## src/hdl/bklk_pkg.sv

```systemverilog
// bklk_pkg: shared types and codes for the bakery ticket lock arbiter.
// Depends on nothing; imported by bklk_store and bakery_ticket_lock_arbiter.
package bklk_pkg;

	localparam logic [1:0] STAT_OK       = 2'd0;
	localparam logic [1:0] STAT_RANGE    = 2'd1;
	localparam logic [1:0] STAT_QUEUED   = 2'd2;
	localparam logic [1:0] STAT_OVERFLOW = 2'd3;

	localparam logic REQ_LOCK   = 1'b0;
	localparam logic REQ_UNLOCK = 1'b1;

	typedef enum logic [1:0] {
		S_IDLE,
		S_SCAN,
		S_FIN
	} state_t;

endpackage

```

## src/hdl/bklk_store.sv

```systemverilog
// bklk_store: ticket table, one write and one registered read port per cycle.
// Per-entry valid bits make every entry read as zero after reset. Uses bklk_pkg.
module bklk_store #(
	parameter int DEPTH = 16,
	parameter int WIDTH = 16
) (
	input  logic                     clk,
	input  logic                     arst_n,
	input  logic                     rd_en,
	input  logic [$clog2(DEPTH)-1:0] rd_addr,
	output logic [WIDTH-1:0]         rd_data,
	input  logic                     wr_en,
	input  logic [$clog2(DEPTH)-1:0] wr_addr,
	input  logic [WIDTH-1:0]         wr_data
);
	import bklk_pkg::*;

	logic [WIDTH-1:0] mem_q [DEPTH];
	logic [DEPTH-1:0] vld_q;
	logic [WIDTH-1:0] rd_data_q;
	logic             rd_vld_q;

	always_ff @(posedge clk) begin
		if (wr_en) begin
			mem_q[wr_addr] <= wr_data;
		end
		if (rd_en) begin
			rd_data_q <= mem_q[rd_addr];
		end
	end

	always_ff @(posedge clk or negedge arst_n) begin
		if (!arst_n) begin
			vld_q    <= '0;
			rd_vld_q <= 1'b0;
		end else begin
			if (wr_en) begin
				vld_q[wr_addr] <= 1'b1;
			end
			if (rd_en) begin
				rd_vld_q <= vld_q[rd_addr];
			end
		end
	end

	assign rd_data = rd_vld_q ? rd_data_q : '0;

endmodule

```

## src/hdl/bakery_ticket_lock_arbiter.sv

```systemverilog
// bakery_ticket_lock_arbiter: top level, request sequencer and holder scan.
// Depends on bklk_pkg and bklk_store.
//
//   channel  signals                                          direction
//   in       in_valid, in_stall, req_type, requester          request words in
//   out      out_valid, out_stall, ticket, holder_valid,      result words out
//            holder_thread, status
//   cfg      cfg_we, cfg_wdata                                thread_count write
//
// Each word is accepted in S_IDLE, then S_SCAN streams the ticket table through
// the single read port, one entry per active thread, and S_FIN writes back.
// Reset clears the table at once through per-entry valid bits; no sweep.
// A result waits in the output register while the next word is scanned; the
// write-back cycle holds while that register is still full and stalled.
module bakery_ticket_lock_arbiter #(
	parameter int MAX_THREADS  = 16,
	parameter int TICKET_WIDTH = 16
) (
	input  logic       clk,
	input  logic       arst_n,
	input  logic       in_valid,
	output logic       in_stall,
	input  logic       req_type,
	input  logic [3:0] requester,
	output logic       out_valid,
	input  logic       out_stall,
	output logic [15:0] ticket,
	output logic       holder_valid,
	output logic [3:0] holder_thread,
	output logic [1:0] status,
	input  logic       cfg_we,
	input  logic [4:0] cfg_wdata
);
	import bklk_pkg::*;

	localparam int IDX_W = $clog2(MAX_THREADS);
	localparam int CNT_W = $clog2(MAX_THREADS + 1);

	state_t state_q, state_d;

	logic [4:0]              thread_count_q;
	logic [CNT_W-1:0]        n_eff;
	logic                    accept;
	logic                    in_range;

	logic                    req_q;
	logic [3:0]              tid_q;
	logic                    in_range_q;
	logic [IDX_W-1:0]        tid_idx;

	logic [CNT_W-1:0]        issue_q;
	logic                    issue_more;
	logic                    pend_s1;
	logic [IDX_W-1:0]        idx_s1;

	logic [TICKET_WIDTH-1:0] rd_data;
	logic [TICKET_WIDTH-1:0] top_q, own_q, best_q;
	logic [IDX_W-1:0]        who_q;
	logic                    found_q;

	logic                    rd_en, wr_en, fin_go;
	logic [TICKET_WIDTH-1:0] new_val;
	logic [1:0]              stat_d;
	logic                    hold_self;

	logic                    out_valid_q;
	logic [15:0]             ticket_q;
	logic                    holder_valid_q;
	logic [3:0]              holder_thread_q;
	logic [1:0]              status_q;

	assign n_eff = (32'(thread_count_q) > MAX_THREADS) ? CNT_W'(MAX_THREADS)
		: CNT_W'(thread_count_q);
	assign in_range   = 32'(requester) < 32'(n_eff);
	assign accept     = in_valid && !in_stall;
	assign tid_idx    = IDX_W'(tid_q);
	assign issue_more = issue_q < n_eff;
	assign fin_go     = (state_q == S_FIN) && (!out_valid_q || !out_stall);

	bklk_store #(
		.DEPTH(MAX_THREADS),
		.WIDTH(TICKET_WIDTH)
	) u_store (
		.clk    (clk),
		.arst_n (arst_n),
		.rd_en  (rd_en),
		.rd_addr(issue_q[IDX_W-1:0]),
		.rd_data(rd_data),
		.wr_en  (wr_en),
		.wr_addr(tid_idx),
		.wr_data(new_val)
	);

	always_comb begin
		state_d = state_q;
		case (state_q)
			S_IDLE: begin
				if (accept) begin
					state_d = S_SCAN;
				end
			end
			S_SCAN: begin
				if (!issue_more) begin
					state_d = S_FIN;
				end
			end
			S_FIN: begin
				if (fin_go) begin
					state_d = S_IDLE;
				end
			end
			default: state_d = S_IDLE;
		endcase
	end

	always_comb begin
		in_stall = 1'b1;
		rd_en    = 1'b0;
		case (state_q)
			S_IDLE:  in_stall = 1'b0;
			S_SCAN:  rd_en = issue_more;
			S_FIN:   rd_en = 1'b0;
			default: in_stall = 1'b1;
		endcase
	end

	// final value of the requesting entry and the word's status
	always_comb begin
		new_val = '0;
		stat_d  = STAT_OK;
		wr_en   = 1'b0;
		if (!in_range_q) begin
			stat_d = STAT_RANGE;
		end else if (req_q == REQ_UNLOCK) begin
			wr_en = fin_go;
		end else if (own_q != '0) begin
			stat_d  = STAT_QUEUED;
			new_val = own_q;
		end else if (&top_q) begin
			stat_d = STAT_OVERFLOW;
		end else begin
			new_val = top_q + TICKET_WIDTH'(1);
			wr_en   = fin_go;
		end
	end

	assign hold_self = (new_val != '0) && (!found_q || new_val < best_q
		|| (new_val == best_q && tid_idx < who_q));

	always_ff @(posedge clk or negedge arst_n) begin
		if (!arst_n) begin
			state_q        <= S_IDLE;
			thread_count_q <= 5'd16;
			issue_q        <= '0;
			pend_s1        <= 1'b0;
			out_valid_q    <= 1'b0;
		end else begin
			state_q <= state_d;
			if (cfg_we) begin
				thread_count_q <= cfg_wdata;
			end
			if (accept) begin
				issue_q <= '0;
			end else if (rd_en) begin
				issue_q <= issue_q + CNT_W'(1);
			end
			pend_s1 <= rd_en;
			if (fin_go) begin
				out_valid_q <= 1'b1;
			end else if (!out_stall) begin
				out_valid_q <= 1'b0;
			end
		end
	end

	always_ff @(posedge clk) begin
		idx_s1 <= issue_q[IDX_W-1:0];
		if (accept) begin
			req_q      <= req_type;
			tid_q      <= requester;
			in_range_q <= in_range;
			top_q      <= '0;
			own_q      <= '0;
			best_q     <= '0;
			who_q      <= '0;
			found_q    <= 1'b0;
		end else if (pend_s1) begin
			if (rd_data > top_q) begin
				top_q <= rd_data;
			end
			if (in_range_q && idx_s1 == tid_idx) begin
				own_q <= rd_data;
			end else if (rd_data != '0 && (!found_q || rd_data < best_q)) begin
				best_q  <= rd_data;
				who_q   <= idx_s1;
				found_q <= 1'b1;
			end
		end
		if (fin_go) begin
			ticket_q       <= (stat_d == STAT_OK && req_q == REQ_LOCK)
				? 16'(new_val) : 16'd0;
			status_q       <= stat_d;
			holder_valid_q <= hold_self || found_q;
			holder_thread_q <= hold_self ? tid_q : (found_q ? 4'(who_q) : 4'd0);
		end
	end

	assign out_valid     = out_valid_q;
	assign ticket        = ticket_q;
	assign holder_valid  = holder_valid_q;
	assign holder_thread = holder_thread_q;
	assign status        = status_q;

	a_err_no_ticket: assert property (@(posedge clk) disable iff (!arst_n)
		out_valid && status != STAT_OK |-> ticket == 16'd0)
		else $error("ticket given on a rejected request");

	a_no_holder_zero: assert property (@(posedge clk) disable iff (!arst_n)
		out_valid && !holder_valid |-> holder_thread == 4'd0)
		else $error("holder id without a holder");

	a_busy_stalls: assert property (@(posedge clk) disable iff (!arst_n)
		state_q != S_IDLE |-> in_stall)
		else $error("input taken while busy");

	a_accept_scan: assert property (@(posedge clk) disable iff (!arst_n)
		accept |=> state_q == S_SCAN)
		else $error("accepted word did not start a scan");

	a_write_once: assert property (@(posedge clk) disable iff (!arst_n)
		wr_en |=> state_q == S_IDLE && out_valid)
		else $error("table write outside write-back");

endmodule
```

## config.mk

```make
export PLATFORM = sky130hd
export DESIGN_NAME = bakery_ticket_lock_arbiter
export DESIGN_NICKNAME = d
export VERILOG_FILES = /design/src/hdl/bklk_pkg.sv /design/src/hdl/bklk_store.sv /design/src/hdl/bakery_ticket_lock_arbiter.sv
export SDC_FILE = /design/constraint.sdc
export NUM_CORES = 1
export LEC_CHECK = 0
export ABC_AREA = 1
export ABC_CLOCK_PERIOD_IN_PS = 7400
export BUFFER_PORTS_ARGS = -buffer_cell sky130_fd_sc_hd__buf_2
export CAP_MARGIN = 20
export CORE_AREA = 2 2 184 277
export CTS_CLUSTER_DIAMETER = 50
export DETAILED_ROUTE_END_ITERATION = 12
export DIE_AREA = 0 0 186 279
export PLACE_DENSITY = 0.56
export SETUP_SLACK_MARGIN = 0.5
export SYNTH_ARGS = -nofsm -noshare
export SYNTH_HDL_FRONTEND = slang
export SYNTH_SLANG_ARGS = --single-unit
```

## constraint.sdc

```tcl
create_clock -name clk -period 7.4 [get_ports clk]
set_input_delay 0.37 -clock clk [delete_from_list [all_inputs] [get_ports clk]]
set_output_delay 0.37 -clock clk [all_outputs]
set_load 0.03 [all_outputs]
```

; ---- Word level (Yosys, flattened, before mapping)
; Memory sizes are Yosys's and may differ from the RTL's. A register that Yosys moved wholly into a read port is not among the register bits.
; Cells that the tools add are included.
[op_classes]
muxes = 32
eq_ne = 8
addsub = 2
shift = 0
n_div = 0
n_mul = 0
n_bitwise = 3
n_lt_le_gt_ge = 10
reduce_logical = 27
[ops]
columns = cell, n
row1 = $mux 16, 5
row2 = $reduce_bool 16->1, 3
row3 = $lt 16x16->1, 2
row4 = $add 16x1->16 const B, 1
row5 = $eq 16x16->1, 1
row6 = $gt 16x16->1, 1
row7 = $or 16x16->16, 1
row8 = $reduce_and 16->1, 1
row9 = $mux 5, 3
row10 = $mux 2, 7
row11 = $mux 1, 12
row12 = $lt 4x5->1 const B, 2
row13 = $logic_and 1x1->1, 8
row14 = $mux 4, 2
row15 = $ne 2x2->1 const B, 3
row16 = $pmux 2 s3, 1
row17 = $reduce_and 3->1, 2
row18 = $add 5x1->5 const B, 1
row19 = $gt 5x5->1 const B, 1
row20 = $logic_or 1x1->1, 5
row21 = $lt 4x5->1, 1
row22 = $lt 5x5->1, 1
row23 = $bmux 1 s4, 1
row24 = $demux 1 s4, 1
row25 = other kinds (11), 16
[totals]
latch_bits = 0
input_bits = 15
memories = 1
ram_bits = 256
word_cells = 103
out_inout_bits = 25
romBits = 0
ff_bits = 117
[memory_table]
columns = name, words, word_bits, rd, rd_clocked_by_memory_dff, write_ports, line
row1 = u_store.mem_q, 16, 16, 1, 1, 1, bklk_store.sv:18  ; logic [WIDTH-1:0] mem_q [DEPTH];

; ---- Longest topological paths before layout
; Gate-level depths: netlist of run 1.
[logic_depth]
ltp_word = 10
ltp_mapped = 20
depth_no_buf = 20

; ---- Modules after synthesis
; From an unflattened synthesis of run 1, not the netlist that was laid out.
[unflattened]
cells_unflattened = 1694
area_unflattened_um2 = 17586.9
[modules_own_cells]
columns = module, area_per_inst_um2, seq_area_each_um2, cells_each, n_inst
row1 = bklk_store, 11519.8, 8593.2, 893, 1
row2 = bakery_ticket_lock_arbiter, 6067.1, 2363.5, 801, 1

; ---- Least setup slack after synthesis of run 1
; No wires, ideal clock.
[synth_timing]
kind = reg-to-reg
from = register out_valid_q (netlist: out_valid)
to = memory u_store.mem_q[13][0], enable pin
arrival_time_ns = 3.088
required_time_ns = 7.012
stages_incl_launch_ff = 5
path_buffers = 0
slack_ns = 3.923
setup_ns = 0.388
synth_period_minus_slack_ns = 3.477
path_cell_list = dfrtp_1 -> a21oi_1 -> nor3b_4 -> nand3_2 -> nor2_1
[synth_via]
elab_chain_len = 9
[synth_lines]
columns = item, line
row1 = from (decl), bakery_ticket_lock_arbiter.sv:66  ; logic out_valid_q;
row2 = from (signal assigned), bakery_ticket_lock_arbiter.sv:156  ; out_valid_q <= 1'b0;
row3 = from (signal assigned), bakery_ticket_lock_arbiter.sv:169  ; out_valid_q <= 1'b1;
row4 = from (signal assigned), bakery_ticket_lock_arbiter.sv:171  ; out_valid_q <= 1'b0;
row5 = $logic_not 1->1 (*), bakery_ticket_lock_arbiter.sv:78  ; assign fin_go = (state_q == S_FIN) && (!out_valid_q || !out_stall);
row6 = $logic_or 1x1->1 (*), bakery_ticket_lock_arbiter.sv:78
row7 = $logic_and 1x1->1 (*), bakery_ticket_lock_arbiter.sv:78
row8 = named net fin_go, bakery_ticket_lock_arbiter.sv:61  ; logic rd_en, wr_en, fin_go;
row9 = $mux 1, bakery_ticket_lock_arbiter.sv:139  ; end else if (&top_q) begin
row10 = $mux 1, bakery_ticket_lock_arbiter.sv:136  ; end else if (own_q != '0) begin
row11 = $mux 1 (*), bakery_ticket_lock_arbiter.sv:134  ; end else if (req_q == REQ_UNLOCK) begin
row12 = $mux 1 (*), bakery_ticket_lock_arbiter.sv:132  ; if (!in_range_q) begin
row13 = $mux 1 (*), bklk_store.sv:24  ; if (wr_en) begin
row14 = $mux 1 (implied by the code) (*), bklk_store.sv:25  ; mem_q[wr_addr] <= wr_data;
row15 = to (decl), bklk_store.sv:18
; Mark *: on every way through the listed nets, which the timed path passes. The rest lies on a longest branch.

; ---- Worst setup path in the final report of run 1
[layout_timing]
from = register top_q[0]
to = register holder_thread_q[2] (netlist: holder_thread[2]) (data pin)
[layout_via]
elab_chain_len = 10
elab_cells_between_ends = 14
cone_classes = add/sub (1) / order compare (1) / eq/ne (1) / mux (5) / reduce/logical (6)
[layout_lines]
columns = item, line
row1 = from (decl), bakery_ticket_lock_arbiter.sv:57  ; logic [TICKET_WIDTH-1:0] top_q, own_q, best_q;
row2 = from (signal assigned), bakery_ticket_lock_arbiter.sv:189  ; top_q <= rd_data;
row3 = $add 16x1->16 / $reduce_and 16->1 (equally long branches), "bakery_ticket_lock_arbiter.sv:142, bakery_ticket_lock_arbiter.sv:139"
row4 = $mux 16 (*), bakery_ticket_lock_arbiter.sv:139
row5 = $mux 16 (*), bakery_ticket_lock_arbiter.sv:136
row6 = $mux 16 (*), bakery_ticket_lock_arbiter.sv:134
row7 = $mux 16 (*), bakery_ticket_lock_arbiter.sv:132
row8 = named net new_val[5], bakery_ticket_lock_arbiter.sv:62  ; logic [TICKET_WIDTH-1:0] new_val;
row9 = $lt 16x16->1 / $eq 16x16->1 (equally long branches), "bakery_ticket_lock_arbiter.sv:147, bakery_ticket_lock_arbiter.sv:148"
row10 = $logic_or 1x1->1 / $logic_and 1x1->1 (equally long branches), "bakery_ticket_lock_arbiter.sv:147, bakery_ticket_lock_arbiter.sv:148"
row11 = $logic_or 1x1->1, bakery_ticket_lock_arbiter.sv:148  ; || (new_val == best_q && tid_idx < who_q));
row12 = $logic_and 1x1->1 (*), bakery_ticket_lock_arbiter.sv:147  ; assign hold_self = (new_val != '0) && (!found_q || new_val < best_q
row13 = $mux 4 (*), bakery_ticket_lock_arbiter.sv:204  ; holder_thread_q <= hold_self ? tid_q : (found_q ? 4'(who_q) : 4'd0);
row14 = to (signal assigned), bakery_ticket_lock_arbiter.sv:204
row15 = to (decl), bakery_ticket_lock_arbiter.sv:69  ; logic [3:0] holder_thread_q;
; Marks and branches as above.
; A chain may end at the register's enable or synchronous reset.

==> results of run 1 <==
-- cell usage in the layout (no fill, tap or decap), types with 2 or more instances in the layout --
| cell | n |
|---|---|
| nand3b_1 | 3 |
| a21oi_1 | 63 |
| dfxtp_1 | 57 |
| nor4_1 | 2 |
| o211ai_1 | 5 |
| nor2_2 | 18 |
| clkinv_1 | 5 |
| buf_8 | 4 |
| clkbuf_16 | 40 |
| clkinv_2 | 9 |
| o21a_1 | 4 |
| a31oi_1 | 2 |
| clkbuf_1 | 6 |
| nand2_2 | 10 |
| nor3_1 | 6 |
| nand2_1 | 241 |
| o21bai_1 | 14 |
| bufinv_16 | 3 |
| o21ai_0 | 176 |
| o22ai_1 | 39 |
| nand3_2 | 5 |
| nor2_4 | 4 |
| clkinvlp_4 | 4 |
| inv_1 | 127 |
| dfrtp_1 | 28 |
| o221ai_1 | 29 |
| nand3_1 | 73 |
| nand4_1 | 14 |
| inv_6 | 2 |
| buf_2 | 39 |
| mux2_2 | 3 |
| edfxtp_1 | 301 |
| buf_4 | 18 |
| o21ai_1 | 6 |
| nand2_4 | 2 |
| ha_1 | 59 |
| nor2_1 | 246 |
| xor2_1 | 5 |
-- sequential cells by signal, summed over array words and instances (netlist names), 5 cells and up --
| name | cells |
|---|---|
| own_q | 16 |
| top_q | 16 |
| u_store.mem_q | 256 |
| thread_count_q | 5 |
| issue_q | 5 |
| u_store.vld_q | 16 |
| ticket | 16 |
| best_q | 16 |
| u_store.rd_data_q | 16 |
-- critical path, delay by kind of cell, from the launching register on --
kind / cells / cell delay (ps)
simple gates: 12 / 1440
compound gates: 3 / 1070
fa+ha+maj: 2 / 530
buf+inv: 1 / 350
flops: 1 / 350
-- power groups by stage --
stage | Clock (uW) | Combinational, uW | Sequential, uW
finish | 1950 | 3050 | 3020
global route | 2070 | 3410 | 3060
CTS | 1990 | 3070 | 3030
detailed placement | 0 | 3050 | 3070
global placement | 0 | 3010 | 3060
floorplan | 0 | 2050 | 3030
-- through the flow --
stage	cell area, um^2	std cells	total power, uW
global placement	18100	2279	6080
detailed placement	18100	2283	6120
floorplan	17200	1635	5080
CTS	19400	2353	8080
global route	19400	2353	8540
finish	19400	2353	8020
-- per-layer routing --
metal  share of wire (%)  vias up  track usage [%]  wire [um]
li1                    -     5750                -          -
met1                  38     5979             22.0      18900
met2                  51      412             34.0      25100
met3                 4.5      117             2.28       2220
met4                 6.3        0             11.3       3090
met5                   0        -                0          0
-- cell type report --
| type | instances | area, um^2 |
|---|---|---|
| Tap cell | 663 | 830 |
| Timing Repair Buffer | 62 | 400 |
| Fill cell | 4848 | 30000 |
| Clock inverter | 23 | 225 |
| Multi-Input combinational cell | 1039 | 5470 |
| Sequential cell | 389 | 11000 |
| Inverter | 131 | 493 |
| Clock buffer | 46 | 1020 |
-- what timing repair did --
item,4_1_cts,5_1_grt
hold buffers,1,0
endpoints found under the hold margin,30,0
setup buffers,0,0
-- final timing paths --
path                       slack, ps              startpoint                      endpoint
hold / removal                    20            requester[0]          tid_idx[0]$_DFFE_PP_
setup / recovery                3430   top_q[0]$_SDFFE_PP0P_    holder_thread[2]$_DFFE_PP_
hold reg to reg                  460  issue_q[3]$_DFFE_PN0P_             idx_s1[3]$_DFF_P_
max in group asynchronous       6470                  arst_n        issue_q[0]$_DFFE_PN0P_
setup reg to reg                3430   top_q[0]$_SDFFE_PP0P_    holder_thread[2]$_DFFE_PP_
min in group asynchronous        410                  arst_n  u_store.vld_q[1]$_DFFE_PN0P_
-- cells by family (layout without fill, tap and decap cells) --
| group | Yosys count | after routing | synth area share [%] |
|---|---|---|---|
| xor gates and xnor gates | 6 | 6 | 0.306 |
| DFF | 389 | 389 | 63.8 |
| adders and majority gates | 59 | 59 | 4.30 |
| muxes | 3 | 3 | 0.197 |
| buffers and inverters | 207 | 262 | 4.64 |
| AOI/OAI and AO/OA | 346 | 346 | 11.5 |
| and+or+nand+nor | 625 | 625 | 15.2 |
==> out/qor.yml, run 1 <==
outcome:
  status: "complete, no violations"
layout:
  drive_above_1_share_pct: 10.2
  finish.utilization_pct: 39.3
  fin_nets: 1737
  syn_to_final_growth_pct: 13.0
  antenna_cells: 0
global_routing:
  antenna_found_initial: 0
  grt_pass1_wl_um: 74100
  grt_max_degree: 83
  gr-total-overflow: 0
  grt_usage_pct: 19.2
  grt_pass1_vias: 12200
pwr:
  ir_drop_uv: 193
  p_comb_share_pct: 38.0
  p_sw_share_pct: 40.8
  powerDensity_nw_per_um2: 414
  p_sw_uw: 3270
  leakagePower_uw: 0.00752
  p_int_uw: 4750
  clkPwrFrac_pct: 24.3
  p_seq_share_pct: 37.7
sta:
  setup_viol: 0
  min_period_ps: 3970
  fin_ws_ps: 3430
  fin_setup_tns_ps: 0
  fmax_mhz: 252
  period_share_pct: 53.6
  rsz0062_at_grt: "no"
  slew_violations: 0
  maxSlewHeadroom_pct: 28.1
  holdWs_ps: 20.5
  fin_worst_skew_ps: 30.2
  final-hold-violation-count: 0
  worstMarginPinSlew_ps: 1080
die:
  dieHeight_um: 279
  std_cell_rows: 100
  die_w_um: 186
  start_util_pct: 34.7
  coreArea_um2: 49400
  io_pins: 40
  die-area_um2: 51900
clock_network:
  cts_tree: "done"
  clk_pin_slew_ps: 60
  htreeDepth: 2
  root_buffer: "clkbuf_16"
  clock-sinks: 389
  clock_latency_ps: 550
  cts_inserted_buffers: 40
  cts.repair.resized: 0
  cts_buffer_depth: 3
run:
  drv_cap: 0
synthesis:
  synth_warnings: 0
  synth_most_common_cell: "edfxtp_1"
  netlist_area_um2: 17200
  yosysTopAreaCell: "edfxtp_1"
  synth_area_leaders: "edfxtp_1, dfxtp_1, nor2_1, nand2_1, o21ai_0"
  async_reset_ff_share_pct: 7.97
  syn_nets: 1709
  synth_edf_count: 301
  ys.flop_type: "edfxtp_1"
  ys_types: 45
  ys_seq_area_share_pct: 63.8
  synthTopCellsByCount: "edfxtp_1, nor2_1, nand2_1"
  syn-mean-instance-area_um2: 10.5
  syn_inst: 1635
  ys_ff_latch: 389
  synth_top_area_share_pct: 52.6
critical_path:
  crit_slowest_cell: "a21oi_1"
  r2r_cells: 18
  crit_chain: "ha_1 > nand2_2 > nor2_4 > nand2_2 > nor2_4 > nor2_2 > nand2_1 > a21oi_1 > buf_4 > ha_1 > a21oi_1 > o221ai_1 > nand2_1 > nand2_1 > nand3_1 > nand2_4 > nand2_1 > nand2_1"
  crit_type: "reg2reg"
  cp_data_arrival_time_ps: 4270
  cp-start-kind: "register"
  cp-end-kind: "register"
  slowest_delay_ps: 810
  cp.required_ps: 7700
  critical_path.most_common_cell: "nand2_1"
  crit_fanout: 13
worst_hold_path:
  min_path_type: "in2reg"
  holdPathStages: 1
drt:
  drt-initial-drc-count: 1084
  drt.antenna.violating_nets: 0
  finalWirelength_um: 49300
  vias: 12300
  drc: 0
  drt_pass1_iterations: 5
  wl_per_cell_um: 20.9
  viasPerCell: 5.21
placement:
  portBuffers: 39
  gp_congestion: 0.911
  dp_hpwl_um: 33100
  post-place-ws_ps: 3390
Power figures use the tool's default switching activity.
==> inputs of run 2 (changes only) <==
- ABC_AREA: 1 -> 0
- ABC_CLOCK_PERIOD_IN_PS: 7400 -> 3700
- CORE_AREA: 2 2 184 277 -> 2 2 181 272
- DIE_AREA: 0 0 186 279 -> 0 0 183 274
- clock period: 7.4 -> 3.7 ns (I/O delays scaled with it)
==> run 2 against run 1 <==
Compared with the run above:
- power is 74% higher
- count of clock-buffer cells in the layout increased by 5
- via count down 24%
==> out/qor.yml, run 2 <==
outcome:
  status: "complete, no violations"
die:
  die_w_um: 183  # -1.6%
  die-area_um2: 50100  # -3.4%
  start_util_pct: 34.6  # -0.17 points
  std_cell_rows: 99  # -1.0%
  coreArea_um2: 48100  # -2.8%
  dieHeight_um: 274  # -1.8%
  io_pins: 40  # unchanged
drt:
  viasPerCell: 5.14  # -1.4%
  vias: 9356  # -24%
  finalWirelength_um: 41300  # -16%
  drt.antenna.violating_nets: 0  # unchanged
  drt-initial-drc-count: 473  # -56%
  drc: 0  # unchanged
  wl_per_cell_um: 22.7  # +8.3%
  drt_pass1_iterations: 4  # -1
pwr:
  p_sw_uw: 4350  # +33%
  p_sw_share_pct: 31.2  # -9.6 points
  clkPwrFrac_pct: 30.2  # +5.9 points
  ir_drop_uv: 396  # +100%
  powerDensity_nw_per_um2: 698  # +69%
  p_comb_share_pct: 30.1  # -7.9 points
  p_int_uw: 9600  # +100%
  p_seq_share_pct: 39.7  # +2.0 points
  leakagePower_uw: 0.00744  # -1.0%
sta:
  maxSlewHeadroom_pct: 37.3  # +9.2 points
  fmax_mhz: 300  # +19%
  period_share_pct: 90.1  # +36 points
  fin_worst_skew_ps: 27.4  # -2.79 ps
  worstMarginPinSlew_ps: 938  # -139 ps
  setup_viol: 0  # unchanged
  slew_violations: 0  # unchanged
  final-hold-violation-count: 0  # unchanged
  rsz0062_at_grt: "yes"
  fin_setup_tns_ps: 0  # unchanged
  holdWs_ps: 161  # +140 ps
  min_period_ps: 3330  # -636 ps
global_routing:
  grt_pass1_wl_um: 62400  # -16%
  grt_usage_pct: 16.8  # -2.4 points
  grt_max_degree: 73  # -12%
  antenna_found_initial: 0  # unchanged
  gr-total-overflow: 0  # unchanged
  grt_pass1_vias: 10100  # -18%
placement:
  gp_congestion: 0.898  # -1.4%
  portBuffers: 39  # unchanged
  dp_hpwl_um: 26900  # -19%
clock_network:
  clk_pin_slew_ps: 60  # about the same
  clock_latency_ps: 550  # about the same
  clock-sinks: 389  # unchanged
  cts_buffer_depth: 3  # unchanged
  cts_tree: "done"
  cts_inserted_buffers: 41  # +2.5%
  root_buffer: "clkbuf_16"
  htreeDepth: 2  # unchanged
critical_path:
  crit_chain: "nand3_2 > nor4_4 > a211oi_4 > buf_6 > a21oi_4 > nor2_4 > ha_4 > a21o_1 > a21o_1 > a21o_1 > a21oi_2 > nor2_1 > o41a_1 > a31o_4 > mux2i_1"
  timing.rr.start: "top_q[10]$_SDFFE_PP0P_"
  crit_fanout: 5  # -8
  startpoint: "top_q[10]$_SDFFE_PP0P_"
  slowest_delay_ps: 390  # -420 ps
  cp_data_arrival_time_ps: 3610  # -660 ps
  crit_slowest_cell: "dfxtp_1"
  cp-end-kind: "register"
  endpoint: "holder_thread[1]$_DFFE_PP_"
  ff2ff_setup_slack_ps: 370  # -3060 ps
  crit_type: "reg2reg"
  cp-start-kind: "register"
  critical_path.most_common_cell: "a21o_1"
  cp.required_ps: 3980  # -3720 ps
  worstReg2RegEnd: "holder_thread[1]$_DFFE_PP_"
  r2r_cells: 15  # -3
synthesis:
  syn-mean-instance-area_um2: 15.8  # +50%
  ys_types: 51  # +13%
  syn_nets: 1128  # -34%
  synth_most_common_cell: "edfxtp_1"
  synth_top_area_share_pct: 54.4  # +1.8 points
  ys_ff_latch: 389  # unchanged
  async_reset_ff_share_pct: 7.97  # unchanged
  synthTopCellsByCount: "edfxtp_1, nor2_1, mux4_2"
  ys_seq_area_share_pct: 66.0  # +2.1 points
  netlist_area_um2: 16600  # -3.2%
  synth_warnings: 0  # unchanged
  synth_area_leaders: "edfxtp_1, mux4_2, dfxtp_1, dfrtp_1, ha_1"
  synth_edf_count: 301  # unchanged
  yosysTopAreaCell: "edfxtp_1"
  ys.flop_type: "edfxtp_1"
  syn_inst: 1054  # -36%
worst_hold_path:
  min_path_type: "in2reg"
layout:
  largest_reg_flops: 256  # unchanged
  layout_commonest_cell: "edfxtp_1"
  fin_nets: 1260  # -27%
  fillCellCount: 4336  # -11%
  antenna_cells: 0  # unchanged
  final_cell_mix: "edfxtp_1, mux4_2, nor2_1"
  syn_to_final_growth_pct: 20.3
  top_register: "u_store.mem_q"
  drive_above_1_share_pct: 30.8  # +21 points
run:
  drv_cap: 0  # unchanged
==> run 2: worst min path at each step <==
stage | endpoint | slack [ps] | start | depth (start not counted)
after global placement | thread_count_q[1]$_DFFE_PN0P_ | 290 | arst_n | 1
after floorplan | issue_q[0]$_DFFE_PN0P_ | -110 | arst_n | 0
after detailed placement | thread_count_q[1]$_DFFE_PN0P_ | 290 | arst_n | 1
after CTS | issue_q[2]$_DFFE_PN0P_ | 150 | in_valid | 4
final | issue_q[1]$_DFFE_PN0P_ | 160 | in_valid | 4
after global routing | who_q[0]$_SDFFE_PP0P_ | 210 | in_valid | 4
==> run 2: power groups by stage <==
stage	registers (uW)	clock network (uW)	logic (uW)
global route	5580	4480	4570
global placement	5600	0	4140
detailed placement	5610	0	4160
finish	5540	4210	4200
CTS	5530	4310	4260
floorplan	5650	0	2790
==> run 2: per-stage QoR <==
| stage | util [%] | total power, uW | instances | area [um^2] | setup slack, ps |
|---|---|---|---|---|---|
| after floorplan | - | 8430 | 1054 | 16800 | 323 |
| after global placement | 37.8 | 9740 | 1721 | 18100 | 232 |
| after detailed placement | 37.8 | 9770 | 1721 | 18100 | 168 |
| after CTS | 41.5 | 14100 | 1822 | 20000 | 382 |
| after global routing | 41.6 | 14600 | 1822 | 20000 | 215 |
| final | 41.6 | 14000 | 1822 | 20000 | 366 |
==> run 2: metal layers <==
metal  share of wire (%)  vias to the layer above  routed length (um)  GRT usage, %
met2                  56                      170               23100          32.5
met5                   0                        -                   0             0
met3                 2.4                       75                 977          1.83
li1                    -                     4271                   -             -
met1                  38                     4840               15800          18.6
met4                 3.4                        0                1420          6.69
==> run 2: logic make-up after synthesis <==
family / Yosys count / share of synthesized area [%]
flops: 389 / 66.0
simple gates: 253 / 7.34
mux: 146 / 15.2
buf+inv: 100 / 2.41
compound gates: 83 / 3.37
fa+ha+maj: 59 / 4.44
xor+xnor: 24 / 1.27
==> run 2: repair_timing <==
item,in CTS,in global routing
pin swaps,13,2
hold endpoints to repair,42,0
hold buffers,19,0
resized for setup,35,9
buffers inserted,9,0
endpoints found under the setup margin,22,4
==> run 2: critical path: cells and delay by family (launching register included) <==
family                   cells  cell delay (ps)
AO/OA/AOI/OAI                8             1510
adder cells (fa/ha/maj)      1              230
buffers and inverters        1              160
flip-flops                   1              390
multiplexers                 1              130
AND/OR/NAND/NOR              4              670
==> run 2: final cells by class <==
class / count / area (um^2) / share of cell area (%)
Sequential cell: 389 / 11000 / 54.9
Multi-Input combinational cell: 565 / 5640 / 28.2
Tap cell: 606 / 758 / 3.79
Inverter: 45 / 169 / 0.845
Timing Repair Buffer: 144 / 1060 / 5.32
Clock buffer: 51 / 1090 / 5.48
Clock inverter: 22 / 289 / 1.45
